<file path="src/gccc_pkg.sv">
// Shared types and constants of the greedy coin change counter.
`default_nettype none

package gccc_pkg;

  localparam int FIELD_W = 16;
  localparam int COUNT_W = 3;
  localparam int CFG_IDX_W = 3;
  localparam logic [FIELD_W-1:0] FIELD_MAX = 16'hFFFF;

  localparam logic [CFG_IDX_W-1:0] CFG_IDX_COUNT = 3'd0;
  localparam logic [CFG_IDX_W-1:0] CFG_IDX_COIN0 = 3'd1;

  typedef enum logic [2:0] {
    ST_IDLE,
    ST_PICK,
    ST_DIV,
    ST_ACC,
    ST_FINISH
  } state_t;

  typedef struct packed {
    logic load;
    logic pick_go;
    logic step;
    logic acc;
    logic emit;
  } ctrl_t;

endpackage

`default_nettype wire

</file>
<file path="src/gccc_if.sv">
// Handshake channel interfaces for query beats and result beats.
`default_nettype none

interface gccc_req_if
  import gccc_pkg::*;
  ();
  logic               valid;
  logic               ready;
  logic [FIELD_W-1:0] amount;

  modport source (output valid, output amount, input ready);
  modport sink (input valid, input amount, output ready);
endinterface

interface gccc_rsp_if
  import gccc_pkg::*;
  ();
  logic               valid;
  logic               ready;
  logic [FIELD_W-1:0] coin_total;
  logic [FIELD_W-1:0] unpaid_remainder;

  modport source (output valid, output coin_total, output unpaid_remainder, input ready);
  modport sink (input valid, input coin_total, input unpaid_remainder, output ready);
endinterface

`default_nettype wire

</file>
<file path="src/greedy_coin_change_counter_core.sv">
// Greedy coin change counter with one shared restoring divider.
//
//   Channel  Dir  Payload                        Beat taken when
//   req      in   amount                         req.valid && req.ready
//   rsp      out  coin_total, unpaid_remainder   rsp.valid && rsp.ready
//   cfg      in   cfg_index, cfg_data            cfg_write
//
// A query runs one division for each nonzero denomination that is tried before the
// remainder reaches zero (at most 6 denominations); the single divider retires one
// quotient bit per cycle, so each division steps through every bit of the amount.
// Reset is synchronous; it restores the register defaults and empties the result stage.
// A stalled result is held in the output register while the next query is worked on;
// that query waits in ST_FINISH, with req.ready low, until the register frees.
`default_nettype none

module greedy_coin_change_counter_core
  import gccc_pkg::*;
#(
  parameter int MAX_COINS = 6,
  parameter int AMOUNT_BITS = 16
) (
  input  wire logic                 clk,
  input  wire logic                 rst,
  input  wire logic                 cfg_write,
  input  wire logic [CFG_IDX_W-1:0] cfg_index,
  input  wire logic [FIELD_W-1:0]   cfg_data,
  gccc_req_if.sink                  req,
  gccc_rsp_if.source                rsp
);

  localparam int W = AMOUNT_BITS;
  localparam int IW = (MAX_COINS > 1) ? $clog2(MAX_COINS) : 1;
  localparam int CNT_W = $clog2(AMOUNT_BITS);
  localparam int SUM_W = ((AMOUNT_BITS > FIELD_W) ? AMOUNT_BITS : FIELD_W) + 1;

  state_t state, state_next;
  ctrl_t  ctrl;

  logic [COUNT_W-1:0] coin_count;
  logic [FIELD_W-1:0] coins [MAX_COINS];
  logic [COUNT_W-1:0] used;

  logic [MAX_COINS-1:0] taken;
  logic [W-1:0]         rem;
  logic [FIELD_W-1:0]   total;
  logic [FIELD_W-1:0]   divisor;
  logic [W-1:0]         quo;
  logic [FIELD_W-1:0]   part;
  logic [CNT_W-1:0]     cnt;

  logic [IW-1:0]      best_idx;
  logic [FIELD_W-1:0] best_val;
  logic               proceed;
  logic               div_last;

  logic [FIELD_W:0]   trial;
  logic [FIELD_W:0]   diff;
  logic               fits;
  logic [FIELD_W-1:0] part_next;
  logic [W-1:0]       quo_next;
  logic [SUM_W-1:0]   sum;
  logic [FIELD_W-1:0] total_next;

  always_ff @(posedge clk) begin
    if (rst) begin
      coin_count <= COUNT_W'(1);
      for (int i = 0; i < MAX_COINS; i++) begin
        coins[i] <= (i == 0) ? FIELD_W'(1) : '0;
      end
    end else if (cfg_write) begin
      if (cfg_index == CFG_IDX_COUNT) begin
        coin_count <= cfg_data[COUNT_W-1:0];
      end
      for (int i = 0; i < MAX_COINS; i++) begin
        if (cfg_index == CFG_IDX_COIN0 + CFG_IDX_W'(i)) begin
          coins[i] <= cfg_data;
        end
      end
    end
  end

  assign used = (coin_count > COUNT_W'(MAX_COINS)) ? COUNT_W'(MAX_COINS) : coin_count;

  always_comb begin
    best_idx = '0;
    best_val = '0;
    for (int i = 0; i < MAX_COINS; i++) begin
      if ((COUNT_W'(i) < used) && !taken[i] && (coins[i] > best_val)) begin
        best_idx = IW'(i);
        best_val = coins[i];
      end
    end
  end

  assign proceed = (rem != '0) && (best_val != '0);
  assign div_last = (cnt == CNT_W'(AMOUNT_BITS - 1));

  assign trial = {part, quo[W-1]};
  assign diff = trial - {1'b0, divisor};
  assign fits = !diff[FIELD_W];
  assign part_next = fits ? diff[FIELD_W-1:0] : trial[FIELD_W-1:0];
  assign quo_next = {quo[W-2:0], fits};

  assign sum = SUM_W'(total) + SUM_W'(quo);
  assign total_next = (sum > SUM_W'(FIELD_MAX)) ? FIELD_MAX : sum[FIELD_W-1:0];

  always_comb begin
    state_next = state;
    unique case (state)
      ST_IDLE: begin
        if (req.valid) begin
          state_next = ST_PICK;
        end
      end
      ST_PICK: begin
        state_next = proceed ? ST_DIV : ST_FINISH;
      end
      ST_DIV: begin
        if (div_last) begin
          state_next = ST_ACC;
        end
      end
      ST_ACC: begin
        state_next = ST_PICK;
      end
      ST_FINISH: begin
        if (!rsp.valid || rsp.ready) begin
          state_next = ST_IDLE;
        end
      end
      default: begin
        state_next = ST_IDLE;
      end
    endcase
  end

  always_comb begin
    ctrl = '0;
    req.ready = 1'b0;
    unique case (state)
      ST_IDLE: begin
        req.ready = 1'b1;
        ctrl.load = req.valid;
      end
      ST_PICK: begin
        ctrl.pick_go = proceed;
      end
      ST_DIV: begin
        ctrl.step = 1'b1;
      end
      ST_ACC: begin
        ctrl.acc = 1'b1;
      end
      ST_FINISH: begin
        ctrl.emit = !rsp.valid || rsp.ready;
      end
      default: begin
        ctrl = '0;
      end
    endcase
  end

  always_ff @(posedge clk) begin
    if (rst) begin
      state <= ST_IDLE;
      rsp.valid <= 1'b0;
    end else begin
      state <= state_next;
      if (ctrl.emit) begin
        rsp.valid <= 1'b1;
      end else if (rsp.ready) begin
        rsp.valid <= 1'b0;
      end
    end
  end

  always_ff @(posedge clk) begin
    if (ctrl.load) begin
      rem <= W'(req.amount);
      total <= '0;
      taken <= '0;
    end
    if (ctrl.pick_go) begin
      taken[best_idx] <= 1'b1;
      divisor <= best_val;
      quo <= rem;
      part <= '0;
      cnt <= '0;
    end
    if (ctrl.step) begin
      quo <= quo_next;
      part <= part_next;
      cnt <= cnt + CNT_W'(1);
    end
    if (ctrl.acc) begin
      total <= total_next;
      rem <= W'(part);
    end
    if (ctrl.emit) begin
      rsp.coin_total <= total;
      rsp.unpaid_remainder <= FIELD_W'(rem);
    end
  end

endmodule

`default_nettype wire

</file>
<file path="src/flat_wrapper.sv">
// flat-port wrapper written by rule: the top's interface ports become plain ports
module greedy_coin_change_counter_core_flat import gccc_pkg::*;
#(
  parameter int MAX_COINS = 6,
  parameter int AMOUNT_BITS = 16
)
  (clk, rst, cfg_write, cfg_index, cfg_data, req_valid, req_amount, req_ready, rsp_valid, rsp_coin_total, rsp_unpaid_remainder, rsp_ready);
  gccc_req_if req_i ();
  gccc_rsp_if rsp_i ();
  input  wire logic clk;
  input  wire logic rst;
  input  wire logic cfg_write;
  input  wire logic [CFG_IDX_W-1:0] cfg_index;
  input  wire logic [FIELD_W-1:0] cfg_data;
  input wire logic [$bits(req_i.valid)-1:0] req_valid;
  input wire logic [$bits(req_i.amount)-1:0] req_amount;
  output wire logic [$bits(req_i.ready)-1:0] req_ready;
  output wire logic [$bits(rsp_i.valid)-1:0] rsp_valid;
  output wire logic [$bits(rsp_i.coin_total)-1:0] rsp_coin_total;
  output wire logic [$bits(rsp_i.unpaid_remainder)-1:0] rsp_unpaid_remainder;
  input wire logic [$bits(rsp_i.ready)-1:0] rsp_ready;
  assign req_i.valid = req_valid;
  assign req_i.amount = req_amount;
  assign req_ready = req_i.ready;
  assign rsp_valid = rsp_i.valid;
  assign rsp_coin_total = rsp_i.coin_total;
  assign rsp_unpaid_remainder = rsp_i.unpaid_remainder;
  assign rsp_i.ready = rsp_ready;
  greedy_coin_change_counter_core #(.MAX_COINS(MAX_COINS), .AMOUNT_BITS(AMOUNT_BITS)) u_core (.clk(clk), .rst(rst), .cfg_write(cfg_write), .cfg_index(cfg_index), .cfg_data(cfg_data), .req(req_i), .rsp(rsp_i));
endmodule
</file>
<file path="config.mk">
export PLATFORM = sky130hd
export DESIGN_NAME = greedy_coin_change_counter_core_flat
export DESIGN_NICKNAME = d
export VERILOG_FILES = /design/src/gccc_pkg.sv /design/src/gccc_if.sv /design/src/greedy_coin_change_counter_core.sv /design/src/flat_wrapper.sv
export SDC_FILE = /design/constraint.sdc
export NUM_CORES = 1
export LEC_CHECK = 0
export ABC_CLOCK_PERIOD_IN_PS = 26700
export BUFFER_PORTS_ARGS = -buffer_cell sky130_fd_sc_hd__buf_4
export CAP_MARGIN = 20
export CELL_PAD_IN_SITES_DETAIL_PLACEMENT = 1
export CELL_PAD_IN_SITES_GLOBAL_PLACEMENT = 1
export CORE_ASPECT_RATIO = 0.5
export CORE_UTILIZATION = 40
export CTS_CLUSTER_DIAMETER = 200
export DETAILED_ROUTE_END_ITERATION = 12
export GPL_TIMING_DRIVEN = 0
export PLACE_DENSITY = 0.64
export SLEW_MARGIN = 20
export SYNTH_ARGS = -nofsm -noshare
export SYNTH_HDL_FRONTEND = slang
export SYNTH_SLANG_ARGS = --single-unit
</file>
<file path="constraint.sdc">
create_clock -name clk -period 26.7 [get_ports clk]
set_input_delay 1.335 -clock clk [delete_from_list [all_inputs] [get_ports clk]]
set_output_delay 1.335 -clock clk [all_outputs]
set_load 0.02 [all_outputs]
</file>
==> run_results.csv, run 1 <==
group,metric,value,unit
route,drcViolationCount,0,
clocking,hold_buffers,0,
route,wl_per_cell,19.64,um
sta,setup_tns,0,ps
grt,grt_pass1_wl,52880,um
sta,setup_viol,0,
grt,grt.overflow.total,0,
power_and_ir_drop,cellPowerDensity,66.79,nW/um^2
sta,min_period,16480,ps
cells_and_area,fin_area,15150,um^2
sta,maxSlewViolCount,0,
sta,setup_ws,10220,ps
floorplan,fp.dieArea,33430,um^2
critical_path,cp.arrival,16740,ps
floorplan,dieHeight,129.8,um
grt,first_global_vias,9624,
critical_path,cpPeakStageDelay,710,ps
power_and_ir_drop,ir_worst_vdd,39.23,uV
grt,grt_use_total,0.2042,
placement,place_congestion,0.8213,
floorplan,start_util,0.4097,
yosys,ys.flop_type,"edfxtp_1",
grt,antenna_found_initial,0,
sta,max_freq,60.67,MHz
grt,grtUsageMet3,0.03089,
critical_path,crit_type,"reg -> reg",
sta,clock_skew,9.252,ps
clocking,postCtsSetupRepairBufs,0,
route,viasPerCell,5.357,
floorplan,rows,46,
route,ant_nets,0,
yosys,synth_cell_types,77,
critical_path,crit_required,26950,ps
grt,grt_max_degree,33,
clocking,clkLatencyLatePin,550,ps
yosys,yosysSeqAreaShare,0.5072,
status,status,"complete, no violations",
critical_path,critPathCaptureType,"flip-flop",
floorplan,die_w,257.6,um
clocking,cts.sinks,225,
critical_path,start_kind,"flip-flop",
floorplan,io_pins,74,
grt,grtUsageMet1,0.2582,
critical_path,path_common_cell,"clkbuf_1",
cells_and_area,layout_commonest_cell,"edfxtp_1",
route,drt_wl_total,33990,um
sta,relSlewSlack,0.3488,
route,drt-pass1-iter-count,5,
clocking,ctsResizeCount,0,
placement,hpwl,27160,um
floorplan,coreArea,31890,um^2
critical_path,slowest_stage,"nor3_1",
route,drt_iter0_drc,394,
cells_and_area,final_layout_size_suffix_gt1_frac,0.1549,
sta,worst_slew_pin_slew,967.9,ps
sta,finalHoldWorstSlack,463.9,ps
clocking,root_buffer,"clkbuf_16",
critical_path,cp_max_fo,12,
yosys,synth.ff_latch_count,225,
yosys,syn_avg_cell_area,11.15,um^2
job,max_cap_violations,0,
clocking,htreeDepth,1,
worst_hold_path,hold_path_class,"reg -> reg",
power_and_ir_drop,total_power,1.012,mW
yosys,synth_edf_count,212,
yosys,syn-num-nets,1325,
yosys,synthArstFlopShare,0,
cells_and_area,mostFrequentLayoutCells,"edfxtp_1, ha_1, and2_1",
clocking,clk_path_buf_depth,3,
clocking,cts_tree,"built",
clocking,numCtsBuffers,24,
cells_and_area,syn2layout_area_growth,15.95,%
yosys,ys_warn_count,0,
cells_and_area,fin_nets,1433,
placement,io_buffers,73,
yosys,synth_area,13060,um^2
clocking,clk_pin_slew,60,ps
route,vias,9273,
placement,postPlaceCellArea,14310,um^2
grt,use_met2,0.3775,
placement,pre_cts_slack,10140,ps
power_and_ir_drop,p_leak,6.033,nW
sta,finalCritPeriodShare,0.6173,
sta,hold_viol_final,0,
sta,rsz0062_at_grt,"false",
yosys,syn_inst,1172,
grt,grt_busiest_layer,"met2",
==> power by group <==
group / total (mW) / internal (mW) / switching (mW)
Clock: 0.351 / 0.206 / 0.146
Sequential: 0.434 / 0.416 / 0.0179
Combinational: 0.227 / 0.0944 / 0.132
==> per-stage QoR <==
step | utilization | cells
floorplan | - | 1172
global placement | 0.4438 | 1677
detailed placement | 0.4489 | 1685
CTS | 0.4745 | 1729
global route | 0.4750 | 1730
finish | 0.4750 | 1731
==> kinds of logic (layout without fill, tap and decap cells) <==
group	count (synthesis)	after routing	synth area share
AOI/OAI and AO/OA	255	255	0.1274
xor gates and xnor gates	23	23	0.01542
adders and majority gates	113	113	0.1094
buffers and inverters	100	226	0.03084
DFF	225	225	0.5072
muxes	64	64	0.05316
other	0	1	0
and+or+nand+nor	392	392	0.1566
==> layout make-up <==
type	instances	area [um^2]
Inverter	62	232.7
Clock buffer	32	670.6
Tap cell	432	540.5
Fill cell	3446	16740
Multi-Input combinational cell	847	6085
Buffer	38	170.2
Timing Repair Buffer	82	673.1
Antenna cell	1	2.502
Sequential cell	225	6626
Clock inverter	12	146.4
==> worst paths after layout <==
kind                             start                        to  slack (ps)  cells past startpoint
setup / recovery  u_core.coin_count[2]             u_core.cnt[0]       10220                     59
hold / removal         u_core.total[0]  u_core.rsp.coin_total[0]         460                      0
setup reg to reg  u_core.coin_count[2]             u_core.cnt[0]       10220                     59
hold reg to reg        u_core.total[0]  u_core.rsp.coin_total[0]         460                      0
==> Yosys cell counts (13+ instances only) <==
library cell,n,share of area
a21oi_1,76,0.029
ha_1,111,0.11
nand4_1,13,0.0062
xnor2_1,15,0.010
inv_1,62,0.018
nand2_1,92,0.026
edfxtp_1,212,0.49
nor2_1,82,0.024
mux2_2,39,0.034
mux2i_1,24,0.018
nor3_1,28,0.011
and2_1,106,0.051
dfxtp_1,13,0.020
nor4_1,16,0.0077
o21ai_0,66,0.025
a21o_1,31,0.018
clkbuf_1,30,0.0086
==> worst max-delay path, delay by kind of cell (launching register included) <==
family | cells | cell delay, ps
AOI/OAI and AO/OA | 26 | 6810
buffers and inverters | 14 | 4290
and+or+nand+nor | 14 | 2830
adders and majority gates | 5 | 1710
DFF | 1 | 500
==> metal layers <==
metal  up-vias  wire (um)
li1       4542          -
met5         -          0
met3        33       1108
met1      4570      15550
met2       128      16900
met4         0        438
==> flip-flops by register name (all words and copies together), names as in the netlist <==
| signal | flops |
|---|---|
| u_core.rem | 16 |
| u_core.divisor | 16 |
| u_core.rsp.valid | 1 |
| u_core.quo | 16 |
| u_core.total | 16 |
| u_core.state | 3 |
| u_core.coins | 96 |
| u_core.coin_count | 3 |
| u_core.rsp.unpaid_remainder | 16 |
| u_core.cnt | 4 |
| u_core.taken | 6 |
| u_core.part | 16 |
| u_core.rsp.coin_total | 16 |
(Power assumes the default switching activity.)
==> inputs of run 2 (changes only) <==
--- a/config.mk
+++ b/config.mk
@@ -5,7 +5,7 @@
 export SDC_FILE = /design/constraint.sdc
 export NUM_CORES = 1
 export LEC_CHECK = 0
-export ABC_CLOCK_PERIOD_IN_PS = 26700
+export ABC_CLOCK_PERIOD_IN_PS = 15070
 export BUFFER_PORTS_ARGS = -buffer_cell sky130_fd_sc_hd__buf_4
 export CAP_MARGIN = 20
 export CELL_PAD_IN_SITES_DETAIL_PLACEMENT = 1
@@ -15,7 +15,7 @@
 export CTS_CLUSTER_DIAMETER = 200
 export DETAILED_ROUTE_END_ITERATION = 12
 export GPL_TIMING_DRIVEN = 0
-export PLACE_DENSITY = 0.64
+export PLACE_DENSITY = 0.66
 export SLEW_MARGIN = 20
 export SYNTH_ARGS = -nofsm -noshare
 export SYNTH_HDL_FRONTEND = slang
==> constraint.sdc (replaced) <==
create_clock -name clk -period 15.07 [get_ports clk]
set_input_delay 0.7535 -clock clk [delete_from_list [all_inputs] [get_ports clk]]
set_output_delay 0.7535 -clock clk [all_outputs]
set_load 0.02 [all_outputs]
==> run 2 against run 1 <==
Effect of this change:
- maximum frequency increased by 17%
- power grew 75%
- clock skew increased by 4.0 ps
- sequential share of layout area down 0.46 points
- sequential cell count stayed put
- critical endpoint is now u_core.state[1]
- largest power group unchanged
==> run_results.csv, run 2 (synthesized netlist as in run 1, its figures left out) <==
group,metric,value,unit
power_and_ir_drop,pwr-share-comb,0.234,
status,status,"complete, no violations",
critical_path,cpPeakStageDelay,430,ps
clocking,numCtsBuffers,24,
job,max_cap_violations,0,
grt,grt.overflow.total,0,
grt,first_global_vias,9946,
route,viasPerCell,5.354,
route,drcViolationCount,0,
worst_hold_path,whs_path_depth,0,
placement,dp.cells,1685,
route,ant_nets,0,
route,drt_wl_total,34180,um
power_and_ir_drop,p_leak,6.098,nW
floorplan,coreArea,31890,um^2
placement,place_congestion,0.8612,
critical_path,critPathCaptureType,"flip-flop",
cells_and_area,mostFrequentLayoutCells,"edfxtp_1, ha_1, and2_1",
route,wl_per_cell,19.62,um
grt,grt_max_degree,33,
power_and_ir_drop,cellPowerDensity,115.8,nW/um^2
sta,relSlewSlack,0.3266,
cells_and_area,largest_reg_flops,96,
critical_path,crit_type,"reg -> reg",
critical_path,start_kind,"flip-flop",
sta,worst_slew_pin_slew,1001,ps
sta,setup_viol,0,
floorplan,fp.dieArea,33430,um^2
clocking,htreeDepth,1,
critical_path,cp.arrival,14580,ps
critical_path,slowest_stage,"edfxtp_1",
power_and_ir_drop,power_frac_seq,0.434,
cells_and_area,syn2layout_area_growth,17.17,%
sta,max_freq,70.71,MHz
grt,antenna_found_initial,0,
power_and_ir_drop,sw_frac_of_total,0.3001,
route,drt_iter0_drc,372,
placement,io_buffers,73,
sta,clock_skew,13.24,ps
placement,hpwl,26770,um
clocking,cts.sinks,225,
clocking,hold_buffers,0,
critical_path,path_common_cell,"a21o_1",
power_and_ir_drop,clkPwrFrac,0.332,
grt,grt_use_total,0.2061,
power_and_ir_drop,ir_worst_vdd,58.32,uV
power_and_ir_drop,switching_power,0.5322,mW
cells_and_area,final_layout_size_suffix_gt1_frac,0.1774,
clocking,clk_path_buf_depth,3,
cells_and_area,regMostFlops,"u_core.coins",
clocking,clk_pin_slew,60,ps
sta,hold_viol_final,0,
floorplan,die_w,257.6,um
cells_and_area,layout_commonest_cell,"edfxtp_1",
grt,grt_pass1_wl,53650,um
critical_path,cp_max_fo,14,
power_and_ir_drop,intPower,1.241,mW
sta,finalHoldWorstSlack,463.3,ps
clocking,root_buffer,"clkbuf_16",
sta,maxSlewViolCount,0,
cells_and_area,fin_nets,1443,
cells_and_area,final_cells,1742,
clocking,cts_tree,"built",
worst_hold_path,hold_path_class,"reg -> reg",
floorplan,io_pins,74,
sta,finalCritPeriodShare,0.9384,
clocking,clkLatencyLatePin,540,ps
critical_path,crit_required,15500,ps
route,drt-pass1-iter-count,4,
floorplan,start_util,0.4097,
sta,min_period,14140,ps
floorplan,dieHeight,129.8,um
route,vias,9326,
floorplan,rows,46,
critical_path,reg2reg_depth,66,
==> run 2: cell count changes in the layout (fill, tap and decap cells not counted), sizes merged <==
cell      change
buf          +11
clkbuf        -6
clkinvlp      +3
clkinv        +2
bufinv        -1
diode         +1
nor3          +1
==> run 2: repair_timing <==
action | 4_1_cts | 5_1_grt
endpoints found under the setup margin | 76 | 76
gates cloned | 1 | 0
setup buffers | 6 | 4
pin swaps | 5 | 2
gates resized for setup | 14 | 30
==> run 2: layout make-up <==
cell class                      instances  area, um^2
Sequential cell                       225        6626
Multi-Input combinational cell        848        6212
Clock buffer                           28       615.6
Buffer                                 38       188.9
Timing Repair Buffer                   91       737.0
Tap cell                              432       540.5
Antenna cell                            2       5.005
Fill cell                            3485       16580
Clock inverter                         16       148.9
Inverter                               62       232.7
==> run 2: worst paths after layout <==
path | from | end | slack (ps)
max reg2reg | u_core.coins[0][11] | u_core.state[1] | 930
min | u_core.total[14] | u_core.rsp.coin_total[14] | 460
max | u_core.coins[0][11] | u_core.state[1] | 930
min reg2reg | u_core.total[14] | u_core.rsp.coin_total[14] | 460
==> run 2: worst max-delay path: cells and delay by family (launching register included) <==
| family | cells | cell delay (ps) |
|---|---|---|
| compound gates | 25 | 5040 |
| fa+ha+maj | 5 | 1630 |
| buf+inv | 15 | 2990 |
| flops | 1 | 430 |
| mux | 2 | 450 |
| simple gates | 19 | 3430 |
==> run 2: stage by stage <==
| step | setup WS (ps) | power, mW | util | cell area, um^2 | TNS (ps) |
|---|---|---|---|---|---|
| 5_1_grt | -26.27 | 1.864 | 0.4799 | 15300 | -335.4 |
| 2_1_floorplan | 1076 | 1.054 | - | 13070 | 0 |
| 3_3_place_gp | -2762 | 1.157 | 0.4440 | 14160 | -125550 |
| 4_1_cts | 5.370 | 1.782 | 0.4763 | 15190 | 0 |
| 6_report | 927.6 | 1.773 | 0.4801 | 15310 | 0 |
| 3_5_place_dp | -1433 | 1.182 | 0.4486 | 14300 | -88180 |
==> run 2: metal layers <==
layer,up-vias,wire length [um],GRT usage
met3,39,1050,0.03263
met1,4607,15560,0.2581
met5,-,0,0
met4,0,451,0.03794
li1,4564,-,-
met2,116,17120,0.3808
==> run 2: power groups by stage <==
stage               Combinational, mW  Sequential (mW)  Clock, mW
floorplan                       0.285            0.768          0
global placement                0.375            0.782          0
detailed placement              0.400            0.782          0
CTS                             0.410            0.769      0.602
global route                    0.466            0.775      0.623
finish                          0.415            0.770      0.588
==> inputs of run 3 (changes only) <==
--- a/config.mk
+++ b/config.mk
@@ -5,8 +5,7 @@
 export SDC_FILE = /design/constraint.sdc
 export NUM_CORES = 1
 export LEC_CHECK = 0
-export ABC_CLOCK_PERIOD_IN_PS = 15070
-export BUFFER_PORTS_ARGS = -buffer_cell sky130_fd_sc_hd__buf_4
+export ABC_CLOCK_PERIOD_IN_PS = 15000
 export CAP_MARGIN = 20
 export CELL_PAD_IN_SITES_DETAIL_PLACEMENT = 1
 export CELL_PAD_IN_SITES_GLOBAL_PLACEMENT = 1
@@ -14,8 +13,9 @@
 export CORE_UTILIZATION = 40
 export CTS_CLUSTER_DIAMETER = 200
 export DETAILED_ROUTE_END_ITERATION = 12
+export DONT_BUFFER_PORTS = 1
 export GPL_TIMING_DRIVEN = 0
-export PLACE_DENSITY = 0.66
+export PLACE_DENSITY = 0.62
 export SLEW_MARGIN = 20
 export SYNTH_ARGS = -nofsm -noshare
 export SYNTH_HDL_FRONTEND = slang
==> constraint.sdc (replaced) <==
create_clock -name clk -period 15 [get_ports clk]
set_input_delay 0.75 -clock clk [delete_from_list [all_inputs] [get_ports clk]]
set_output_delay 0.75 -clock clk [all_outputs]
set_load 0.02 [all_outputs]
==> run 3 against run 2 <==
Effect of this change:
- clock power fell by 4.8%
- count of clock-buffer cells in the layout rose by 7
- critical path type unchanged
- core utilization fell by 2.0 points
- first-iteration DRC count rose by 29%
- wire length fell by 0.27%
- largest power group unchanged
- clock skew rose by 5.2 ps
- non-clock buffer count fell by 76
- worst setup slack got worse by 89 ps
==> run_results.csv, run 3 (synthesized netlist as in run 1, its figures left out) <==
group,metric,value,unit
cells_and_area,final_layout_size_suffix_gt1_frac,0.1228,
route,drt_iter0_drc,481,
clocking,numCtsBuffers,24,
critical_path,crit_type,"reg -> reg",
sta,maxSlewViolCount,0,
sta,clock_skew,18.48,ps
sta,hold_viol_final,0,
route,wl_per_cell,20.51,um
sta,finalCritPeriodShare,0.9441,
cells_and_area,mostFrequentLayoutCells,"edfxtp_1, ha_1, and2_1",
critical_path,r2r-start,"u_core.coins[0][10]",
grt,first_global_vias,9642,
cells_and_area,diodes,0,
sta,worst_slew_pin_slew,982.7,ps
clocking,cts.sinks,225,
placement,hpwl,26820,um
cells_and_area,regMostFlops,"u_core.coins",
clocking,clk_pin_slew,60,ps
grt,grt_use_total,0.2070,
power_and_ir_drop,cellPowerDensity,118.1,nW/um^2
critical_path,path_delay_family,"compound AO/OA/AOI/OAI gates",
floorplan,fp.dieArea,33430,um^2
clocking,clk_path_buf_depth,3,
route,drcViolationCount,0,
power_and_ir_drop,ir_worst_vdd,59.37,uV
route,drt-pass1-iter-count,5,
critical_path,slowest_stage,"edfxtp_1",
cells_and_area,layout_commonest_cell,"edfxtp_1",
critical_path,crit_required,15250,ps
sta,min_period,14160,ps
cells_and_area,fin_nets,1367,
route,drt_wl_total,34090,um
grt,grt.overflow.total,0,
route,viasPerCell,5.442,
grt,antenna_found_initial,0,
floorplan,rows,46,
floorplan,coreArea,31890,um^2
clocking,clkLatencyLatePin,550,ps
critical_path,cp_max_fo,10,
critical_path,path_common_cell,"o21ai_0",
grt,grt_max_degree,33,
power_and_ir_drop,intPower,1.217,mW
route,vias,9045,
critical_path,start_kind,"flip-flop",
critical_path,cpPeakStageDelay,400,ps
placement,io_buffers,0,
route,ant_nets,0,
worst_hold_path,holdCritStartpoint,"cfg_data[0]",
clocking,cts_tree,"built",
critical_path,startpoint,"u_core.coins[0][10]",
power_and_ir_drop,clkPwrFrac,0.323,
clocking,hold_buffers,0,
floorplan,dieHeight,129.8,um
floorplan,io_pins,74,
worst_hold_path,hold_path_class,"in -> reg",
cells_and_area,n_fill_cell,3434,
grt,grt_pass1_wl,53570,um
status,status,"complete, no violations",
sta,setup_viol,0,
critical_path,crit_buf_inv,15,
power_and_ir_drop,p_leak,5.714,nW
clocking,htreeDepth,1,
cells_and_area,final_util,0.4604,
clocking,root_buffer,"clkbuf_16",
cells_and_area,largest_reg_flops,96,
sta,relSlewSlack,0.3398,
power_and_ir_drop,power_frac_seq,0.446,
floorplan,die_w,257.6,um
cells_and_area,syn2layout_area_growth,12.36,%
sta,setup_ws,838.3,ps
critical_path,critPathCaptureType,"flip-flop",
job,max_cap_violations,0,
placement,pre_cts_slack,-1694,ps
critical_path,cp.arrival,14410,ps
placement,place_congestion,0.8493,
power_and_ir_drop,pwr-share-comb,0.231,
power_and_ir_drop,switching_power,0.5168,mW
floorplan,start_util,0.4097,
power_and_ir_drop,sw_frac_of_total,0.2980,
sta,max_freq,70.61,MHz
run 3: changes by cell type in the layout (fill, tap and decap cells not counted), moves of 2 or more:
cell and change:
buf_2 -2, buf_4 -75, bufinv_16 -2, clkbuf_1 +4, clkbuf_4 +2, clkbuf_8 +3, clkinv_2 -4, clkinvlp_4 -3
diode_2 -2, nor4_2 +3, nor4_4 -2
run 3: per-stage QoR:
stage	power, mW	hold WS (ps)	area (um^2)	instances	setup TNS, ps
finish	1.734	361.5	14680	1662	0
global placement	1.150	453.5	13610	1604	-138460
global route	1.825	365.9	14680	1662	-0.4192
CTS	1.748	335.7	14600	1659	0
floorplan	1.059	430.7	13070	1172	0
detailed placement	1.174	464.4	13750	1612	-108210
run 3: power groups by stage:
stage                     clock network, mW  registers [mW]  logic [mW]
after floorplan                           0           0.772       0.287
after global placement                    0           0.786       0.364
after detailed placement                  0           0.786       0.388
after CTS                             0.576           0.773       0.399
after global routing                  0.597           0.778       0.450
final                                 0.560           0.773       0.401
run 3: path summary, 6_finish.rpt:
path,end,slack [ps],cells past startpoint
max,u_core.part[13],840,65
min,u_core.coin_count[0],360,2
min reg2reg,u_core.rsp.coin_total[0],480,0
max reg2reg,u_core.part[13],840,65
run 3: what timing repair did:
action                     4_1_cts  5_1_grt
setup endpoints to repair       76       76
cloned                           1        0
pin swaps                        4        4
gates resized for setup         20       23
buffers inserted                 5        3
run 3: final cells by class:
| type | count | area [um^2] | area share |
|---|---|---|---|
| Clock buffer | 35 | 671.9 | 0.04577 |
| Sequential cell | 225 | 6626 | 0.4514 |
| Tap cell | 432 | 540.5 | 0.03682 |
| Multi-Input combinational cell | 848 | 6207 | 0.4229 |
| Clock inverter | 7 | 41.29 | 0.002813 |
| Timing Repair Buffer | 16 | 170.2 | 0.01159 |
| Inverter | 62 | 232.7 | 0.01585 |
| Buffer | 37 | 188.9 | 0.01287 |
run 3: per-layer routing:
metal,up-vias,routed length [um],track usage
li1,4402,-,-
met5,-,0,0
met1,4497,15940,0.2671
met2,108,16600,0.3695
met3,38,939,0.03244
met4,0,611,0.04490
